### src/hw/rtl/f16c_pkg.sv
// Shared types and modulo-255 arithmetic for the Fletcher-16 check engine.
// No dependencies; imported by every module of the block.
package f16c_pkg;

   localparam int ByteWidth = 8;
   localparam logic [ByteWidth-1:0] ModBase = 8'd255;

   // Controls the sum registers for one byte step.
   typedef struct packed {
      logic step;      // a word leaves the input register this cycle
      logic first;     // restart the sums before adding the byte
      logic use_seed;  // restart from seeds instead of zero
   } acc_ctrl_type;

   // (a + b) mod 255 for a, b in 0..255; the sum tops out at 510.
   function automatic logic [ByteWidth-1:0] add_mod255(input logic [ByteWidth-1:0] a,
                                                       input logic [ByteWidth-1:0] b);
      logic [ByteWidth:0] s;
      logic [ByteWidth:0] base;
      logic [ByteWidth:0] r;
      begin
         base = {1'b0, ModBase};
         s = {1'b0, a} + {1'b0, b};
         if (s >= (base << 1)) begin
            r = '0;
         end else if (s >= base) begin
            r = s - base;
         end else begin
            r = s;
         end
         return r[ByteWidth-1:0];
      end
   endfunction

endpackage

### src/hw/rtl/f16c_accum.sv
// Running Fletcher-16 sums: restart/seed logic and the two chained mod-255 adders.
// Depends on f16c_pkg.
module f16c_accum
   import f16c_pkg::*;
(
   input  logic                 clock,
   input  logic                 reset,
   input  acc_ctrl_type         ctrl,
   input  logic [ByteWidth-1:0] data_byte,
   input  logic [ByteWidth-1:0] seed_low,
   input  logic [ByteWidth-1:0] seed_high,
   output logic [ByteWidth-1:0] sum_low,
   output logic [ByteWidth-1:0] sum_high
);

   logic [ByteWidth-1:0] running_low_ff;
   logic [ByteWidth-1:0] running_high_ff;
   logic [ByteWidth-1:0] running_low_in;
   logic [ByteWidth-1:0] running_high_in;
   logic [ByteWidth-1:0] base_low;
   logic [ByteWidth-1:0] base_high;

   always_comb begin
      base_low  = running_low_ff;
      base_high = running_high_ff;
      if (ctrl.first) begin
         base_low  = ctrl.use_seed ? seed_low  : '0;
         base_high = ctrl.use_seed ? seed_high : '0;
      end
      sum_low  = add_mod255(base_low, data_byte);
      sum_high = add_mod255(sum_low, base_high);
      running_low_in  = ctrl.step ? sum_low  : running_low_ff;
      running_high_in = ctrl.step ? sum_high : running_high_ff;
   end

   always_ff @(posedge clock) begin
      if (reset) begin
         running_low_ff  <= '0;
         running_high_ff <= '0;
      end else begin
         running_low_ff  <= running_low_in;
         running_high_ff <= running_high_in;
      end
   end

endmodule

### src/hw/rtl/f16c_result.sv
// Result stage: check-byte computation and the output word register.
// Depends on f16c_pkg.
module f16c_result
   import f16c_pkg::*;
(
   input  logic                 clock,
   input  logic                 reset,
   input  logic                 load,
   input  logic [ByteWidth-1:0] sum_low,
   input  logic [ByteWidth-1:0] sum_high,
   output logic                 free,
   output logic                 rsp_valid,
   input  logic                 rsp_stall,
   output logic [ByteWidth-1:0] rsp_sum_low,
   output logic [ByteWidth-1:0] rsp_sum_high,
   output logic [ByteWidth-1:0] rsp_check_low,
   output logic [ByteWidth-1:0] rsp_check_high,
   output logic                 rsp_valid_res
);

   logic                 vld_ff;
   logic                 vld_in;
   logic [ByteWidth-1:0] sum_low_ff;
   logic [ByteWidth-1:0] sum_high_ff;
   logic [ByteWidth-1:0] check_low_ff;
   logic [ByteWidth-1:0] check_high_ff;
   logic                 good_ff;
   logic [ByteWidth-1:0] check_low_in;
   logic [ByteWidth-1:0] check_high_in;

   // c0 = 255 - (lo + hi) mod 255, c1 = 255 - (c0 + lo) mod 255
   always_comb begin
      check_low_in  = ModBase - add_mod255(sum_low, sum_high);
      check_high_in = ModBase - add_mod255(check_low_in, sum_low);
   end

   assign free   = !vld_ff || !rsp_stall;
   assign vld_in = load ? 1'b1 : (vld_ff && rsp_stall);

   always_ff @(posedge clock) begin
      if (reset) begin
         vld_ff <= 1'b0;
      end else begin
         vld_ff <= vld_in;
      end
   end

   always_ff @(posedge clock) begin
      if (load) begin
         sum_low_ff    <= sum_low;
         sum_high_ff   <= sum_high;
         check_low_ff  <= check_low_in;
         check_high_ff <= check_high_in;
         good_ff       <= (sum_low == '0) && (sum_high == '0);
      end
   end

   assign rsp_valid      = vld_ff;
   assign rsp_sum_low    = sum_low_ff;
   assign rsp_sum_high   = sum_high_ff;
   assign rsp_check_low  = check_low_ff;
   assign rsp_check_high = check_high_ff;
   assign rsp_valid_res  = good_ff;

`ifndef NO_ASSERTIONS
   a_sums_reduced: assert property (@(posedge clock) disable iff (reset)
      vld_ff |-> (sum_low_ff != ModBase) && (sum_high_ff != ModBase))
      else $error("result sum not reduced mod 255");

   a_checks_nonzero: assert property (@(posedge clock) disable iff (reset)
      vld_ff |-> (check_low_ff != '0) && (check_high_ff != '0))
      else $error("check byte out of range");

   a_good_checks: assert property (@(posedge clock) disable iff (reset)
      (vld_ff && good_ff) |-> (check_low_ff == ModBase) && (check_high_ff == ModBase))
      else $error("zero sums must give all-ones check bytes");

   a_no_overwrite: assert property (@(posedge clock) disable iff (reset)
      (vld_ff && rsp_stall) |-> !load)
      else $error("stalled result overwritten");
`endif

endmodule

### src/hw/rtl/fletcher16_check_engine.sv
// Top level of the Fletcher-16 check engine: input word register and stage control.
// Depends on f16c_pkg, f16c_accum and f16c_result.
//
// Usage:
//   The req_ channel takes one packet byte per word, with first/use_seed/seed
//   fields to restart the sums and last to mark the end of a packet or segment.
//   A word is taken on a rising edge with req_valid high and req_stall low.
//   The rsp_ channel gives one word per byte that carries last: both sums, the
//   two check bytes to append, and rsp_valid_res (both sums zero).
//   Path: a last byte passes the input register, then the output register,
//   which shows its result.
//   Throughput: one byte per cycle while req_stall is low; the sum update runs
//   through two chained mod-255 adders, so bytes follow back to back.
//   Stall: a stalled result is held in the output register; the input register
//   keeps taking bytes without last, and only a last byte waits for the output
//   register to free, which raises req_stall.
//   Reset (synchronous, active high) empties both registers and clears the
//   running sums to zero.
module fletcher16_check_engine
   import f16c_pkg::*;
(
   input  logic                 clock,
   input  logic                 reset,
   input  logic                 req_valid,
   output logic                 req_stall,
   input  logic [ByteWidth-1:0] req_data_byte,
   input  logic                 req_first,
   input  logic                 req_use_seed,
   input  logic [ByteWidth-1:0] req_seed_low,
   input  logic [ByteWidth-1:0] req_seed_high,
   input  logic                 req_last,
   output logic                 rsp_valid,
   input  logic                 rsp_stall,
   output logic [ByteWidth-1:0] rsp_sum_low,
   output logic [ByteWidth-1:0] rsp_sum_high,
   output logic [ByteWidth-1:0] rsp_check_low,
   output logic [ByteWidth-1:0] rsp_check_high,
   output logic                 rsp_valid_res
);

   logic                 in_vld_ff;
   logic                 in_vld_in;
   logic [ByteWidth-1:0] data_ff;
   logic                 first_ff;
   logic                 use_seed_ff;
   logic [ByteWidth-1:0] seed_low_ff;
   logic [ByteWidth-1:0] seed_high_ff;
   logic                 last_ff;

   logic                 accept;
   logic                 advance;
   logic                 out_free;
   acc_ctrl_type         ctrl;
   logic [ByteWidth-1:0] sum_low;
   logic [ByteWidth-1:0] sum_high;

   // only a last byte needs room in the output register
   assign advance   = in_vld_ff && (!last_ff || out_free);
   assign req_stall = in_vld_ff && !advance;
   assign accept    = req_valid && !req_stall;
   assign in_vld_in = accept || (in_vld_ff && !advance);

   always_ff @(posedge clock) begin
      if (reset) begin
         in_vld_ff <= 1'b0;
      end else begin
         in_vld_ff <= in_vld_in;
      end
   end

   always_ff @(posedge clock) begin
      if (accept) begin
         data_ff      <= req_data_byte;
         first_ff     <= req_first;
         use_seed_ff  <= req_use_seed;
         seed_low_ff  <= req_seed_low;
         seed_high_ff <= req_seed_high;
         last_ff      <= req_last;
      end
   end

   always_comb begin
      ctrl.step     = advance;
      ctrl.first    = first_ff;
      ctrl.use_seed = use_seed_ff;
   end

   f16c_accum u_accum (
      .clock     (clock),
      .reset     (reset),
      .ctrl      (ctrl),
      .data_byte (data_ff),
      .seed_low  (seed_low_ff),
      .seed_high (seed_high_ff),
      .sum_low   (sum_low),
      .sum_high  (sum_high)
   );

   f16c_result u_result (
      .clock          (clock),
      .reset          (reset),
      .load           (advance && last_ff),
      .sum_low        (sum_low),
      .sum_high       (sum_high),
      .free           (out_free),
      .rsp_valid      (rsp_valid),
      .rsp_stall      (rsp_stall),
      .rsp_sum_low    (rsp_sum_low),
      .rsp_sum_high   (rsp_sum_high),
      .rsp_check_low  (rsp_check_low),
      .rsp_check_high (rsp_check_high),
      .rsp_valid_res  (rsp_valid_res)
   );

endmodule
### config.mk
export PLATFORM = sky130hd
export DESIGN_NAME = fletcher16_check_engine
export DESIGN_NICKNAME = d
export VERILOG_FILES = /design/src/hw/rtl/f16c_pkg.sv /design/src/hw/rtl/f16c_accum.sv /design/src/hw/rtl/f16c_result.sv /design/src/hw/rtl/fletcher16_check_engine.sv
export SDC_FILE = /design/constraint.sdc
export NUM_CORES = 1
export LEC_CHECK = 0
export ABC_AREA = 1
export ABC_CLOCK_PERIOD_IN_PS = 12400
export BUFFER_PORTS_ARGS = -buffer_cell sky130_fd_sc_hd__buf_2
export CORE_MARGIN = 2
export CORE_UTILIZATION = 60
export DETAILED_ROUTE_END_ITERATION = 10
export GPL_TIMING_DRIVEN = 0
export PLACE_DENSITY = 0.88
export SETUP_SLACK_MARGIN = 0.2
export SYNTH_ARGS = -nofsm -noshare
export SYNTH_HDL_FRONTEND = slang
export SYNTH_SLANG_ARGS = --single-unit
### constraint.sdc
create_clock -name clock -period 12.4 [get_ports clock]
set_clock_uncertainty 0.1 [all_clocks]
set_input_delay 1.86 -clock clock [delete_from_list [all_inputs] [get_ports clock]]
set_output_delay 1.86 -clock clock [all_outputs]
set_load 0.03 [all_outputs]
==> summary.txt <==
Min path
  • Hold Crit Class: reg2reg
  • Hold Startpoint: u_accum.running_high_ff[6]

Timing
  • Final Hold Vio Count: 0
  • Worst-Margin Slew: 1290 ps
  • Setup ws final: 1320 ps
  • Crit share post-route: 89.3%
  • Setup Total Neg Slack: 0 ps
  • RSZ-0062 raised after global routing: no
  • Fin crit period: 11080 ps
  • Max-slew violation count: 0
  • Final setup vio count: 0
  • Worst relative slew slack: 13.4%
  • Fmax: 90.3 MHz

Floorplan
  • Area of the core: 9240 um2
  • Initial Utilization: 61.6%
  • Ports: 66
  • Die width: 101 um
  • Chip height: 101 um
  • Placement Rows: 35
  • Die area: 10300 um2

Detailed routing
  • Vias/cell: 5.71
  • Via count: 5041
  • Drt drc: 0
  • Post-Route WL: 13.3 mm
  • Drt wl/cell: 15.0 um
  • Antenna Nets Post-Route: 0
  • Drt first-iter violations: 446
  • DRT Pass-1 Iters: 6

Clock network
  • Clk Latency, worst-skew pair: 370 ps
  • Root Driver: clkbuf_8
  • CTS tree: done
  • CTS H-tree depth: 3
  • # clock sinks: 78
  • Clock Path Buffers: 2
  • Post-CTS Setup Inserts: 0
  • # hold bufs at CTS: 0
  • Clock Pin Slew Worst Setup and Hold Paths: 90 ps
  • Inserted Clock Buffers: 9

Placement
  • DP Wirelength: 10.2 mm
  • Setup WS pre-CTS: 1340 ps
  • RD Place Congestion: 0.963
  • I/O Buffers: 65

Finish
  • Fill count: 714
  • Nets: 826
  • Layout area overhead: 12.9%
  • Final core utilization: 69.6%
  • Antenna Cells: 0
  • Share of layout cells above drive strength 1: 21.9%

Yosys
  • EDFF count, synth: 60
  • Register area share after synthesis: 38.0%
  • Flops & latches, synth: 78
  • Synth top area cells: edfxtp_1 (32%), ha_1 (9.2%), nand2_1 (7.6%), inv_1 (7.3%), dfxtp_1 (6.3%)
  • Ys async rst share: 0%
  • Post-synth top flop: edfxtp_1
  • Cells after Synth: 672
  • Post-Syn Nets: 749
  • YS warnings: 0
  • Syn Area/Cell: 8.47 um2
  • Library cells used by synthesis: 46
  • Area leader, netlist: edfxtp_1
  • Mapped Area: 5690 um2
  • Post-synth top area share: 31.7%

GRT
  • Vias in the first global route: 4802
  • First-pass GRT wire length: 21.7 mm
  • Initial antenna violation count: 0
  • Pin count of the biggest net entering global routing: 34
  • GRT Overall Usage: 27.1%
  • Total gr overflow: 0

Critical path
  • CP Data Required Time: 12420 ps
  • CP max FO: 10
  • CP dominant cell by count: inv_1
  • Critical Path Max Stage Delay: 540 ps
  • Worst Setup End Kind: flop
  • CP Launch Type: flop
  • R2r startpoint: first_ff
  • R2R setup slack: 1320 ps
  • Worst Setup Path Type: reg2reg
  • Critical Path Source: first_ff
  • CP Data Arrival Time: 11100 ps
  • Worst path slowest cell: a21oi_1

Outcome
  • Outcome: finished, final reports clean

Job
  • Max cap viols: 0
synthesized netlist by cell type (2+ instances only):
master	number
inv_1	110
edfxtp_1	60
nand2_1	115
nand3_2	16
nand2_2	25
fa_1	4
nand4_1	13
nand3b_1	4
xnor2_1	3
o21ai_2	2
inv_2	4
a31oi_1	2
nand3_1	57
nor2_2	5
o211ai_1	3
nand3_4	5
dfxtp_1	18
nor4_1	2
o21ai_0	18
nor3_1	10
ha_1	42
clkbuf_1	3
nand4_2	3
nand2_4	8
nor2_4	4
a211oi_1	4
xor2_1	12
o31ai_1	4
a21oi_1	38
buf_1	3
a22o_1	14
or2_2	2
nor2_1	46
layout by cell type (no fill, tap or decap), types with 3 or more instances in the layout:
master,instances
nor2_2,7
clkbuf_8,10
nand2_2,25
xnor2_1,3
nand2_4,8
fa_1,4
nand3_4,5
nor2_1,44
nand3_2,16
clkbuf_1,3
buf_1,3
buf_2,65
nand3_1,57
inv_1,110
xor2_1,12
ha_1,42
nand2_1,115
nand3b_1,4
dfxtp_1,18
nand4_1,13
a211oi_1,4
a22o_1,14
edfxtp_1,60
inv_2,4
o21ai_0,18
nor2_4,4
o31ai_1,4
a21oi_1,38
o211ai_1,3
nor3_1,10
nand4_2,3
metrics by stage:
| stage | hold WS [ps] | instances | cell area, um2 |
|---|---|---|---|
| after floorplan | 340 | 672 | 5690 |
| after global placement | 354 | 866 | 6180 |
| after detailed placement | 363 | 867 | 6200 |
| after CTS | 385 | 883 | 6430 |
| after global routing | 406 | 883 | 6430 |
| final | 385 | 883 | 6430 |
path summary, 6_finish.rpt:
path                                      to  depth (start not counted)
setup / recovery  u_result.rsp_check_high[3]                         56
setup reg to reg  u_result.rsp_check_high[3]                         56
hold reg to reg   u_accum.running_high_ff[6]                          2
hold / removal    u_accum.running_high_ff[6]                          2
flip-flops by register name, summed over array words and instances, names as in the netlist:
register / flops
u_result.rsp_valid_res: 1
use_seed_ff: 1
last_ff: 1
u_result.rsp_check_low: 8
u_result.rsp_sum_high: 8
in_vld_ff: 1
first_ff: 1
seed_high_ff: 8
u_accum.running_high_ff: 8
u_result.rsp_check_high: 8
u_accum.running_low_ff: 8
u_result.rsp_valid: 1
seed_low_ff: 8
u_result.rsp_sum_low: 8
data_ff: 8
critical path, delay by kind of cell (launching register included):
kind	cells	cell delay, ps
AO/OA/AOI/OAI	6	2040
adder cells (fa/ha/maj)	6	2040
XOR/XNOR	3	720
buffers and inverters	10	1240
flip-flops	1	410
AND/OR/NAND/NOR	31	4270
metal layers:
metal	GRT usage [%]	wire, um	vias to the layer above
li1	-	-	2424
met1	31.4	5290	2312
met2	47.8	6480	242
met3	4.07	853	63
met4	15.4	666	0
met5	0	0	-
cells by family (layout without fill, tap and decap cells):
| group | count (synthesis) | after routing | share of synthesized area (%) |
|---|---|---|---|
| XOR/XNOR | 15 | 15 | 2.31 |
| AND/OR/NAND/NOR | 320 | 320 | 31.0 |
| buffers and inverters | 121 | 203 | 7.98 |
| flip-flops | 78 | 78 | 38.0 |
| adder cells (fa/ha/maj) | 46 | 46 | 10.6 |
| AO/OA/AOI/OAI | 92 | 92 | 10.1 |
cell type report:
type	instances	area, um2	share of cell area, %
Buffer	6	22.5	0.350
Clock buffer	10	138	2.14
Clock inverter	6	92.6	1.44
Inverter	115	432	6.71
Multi-Input combinational cell	473	3080	47.9
Sequential cell	78	2160	33.6
Tap cell	129	161	2.51
Timing Repair Buffer	66	340	5.29
timing repair:
action                                  in CTS  in global routing
endpoints found under the hold margin        0                  0
resized for setup                            0                  1
endpoints found under the setup margin       0                  4
Power is not shown: default switching activity piles up to over one toggle a cycle in this logic, so the estimate is an artifact.
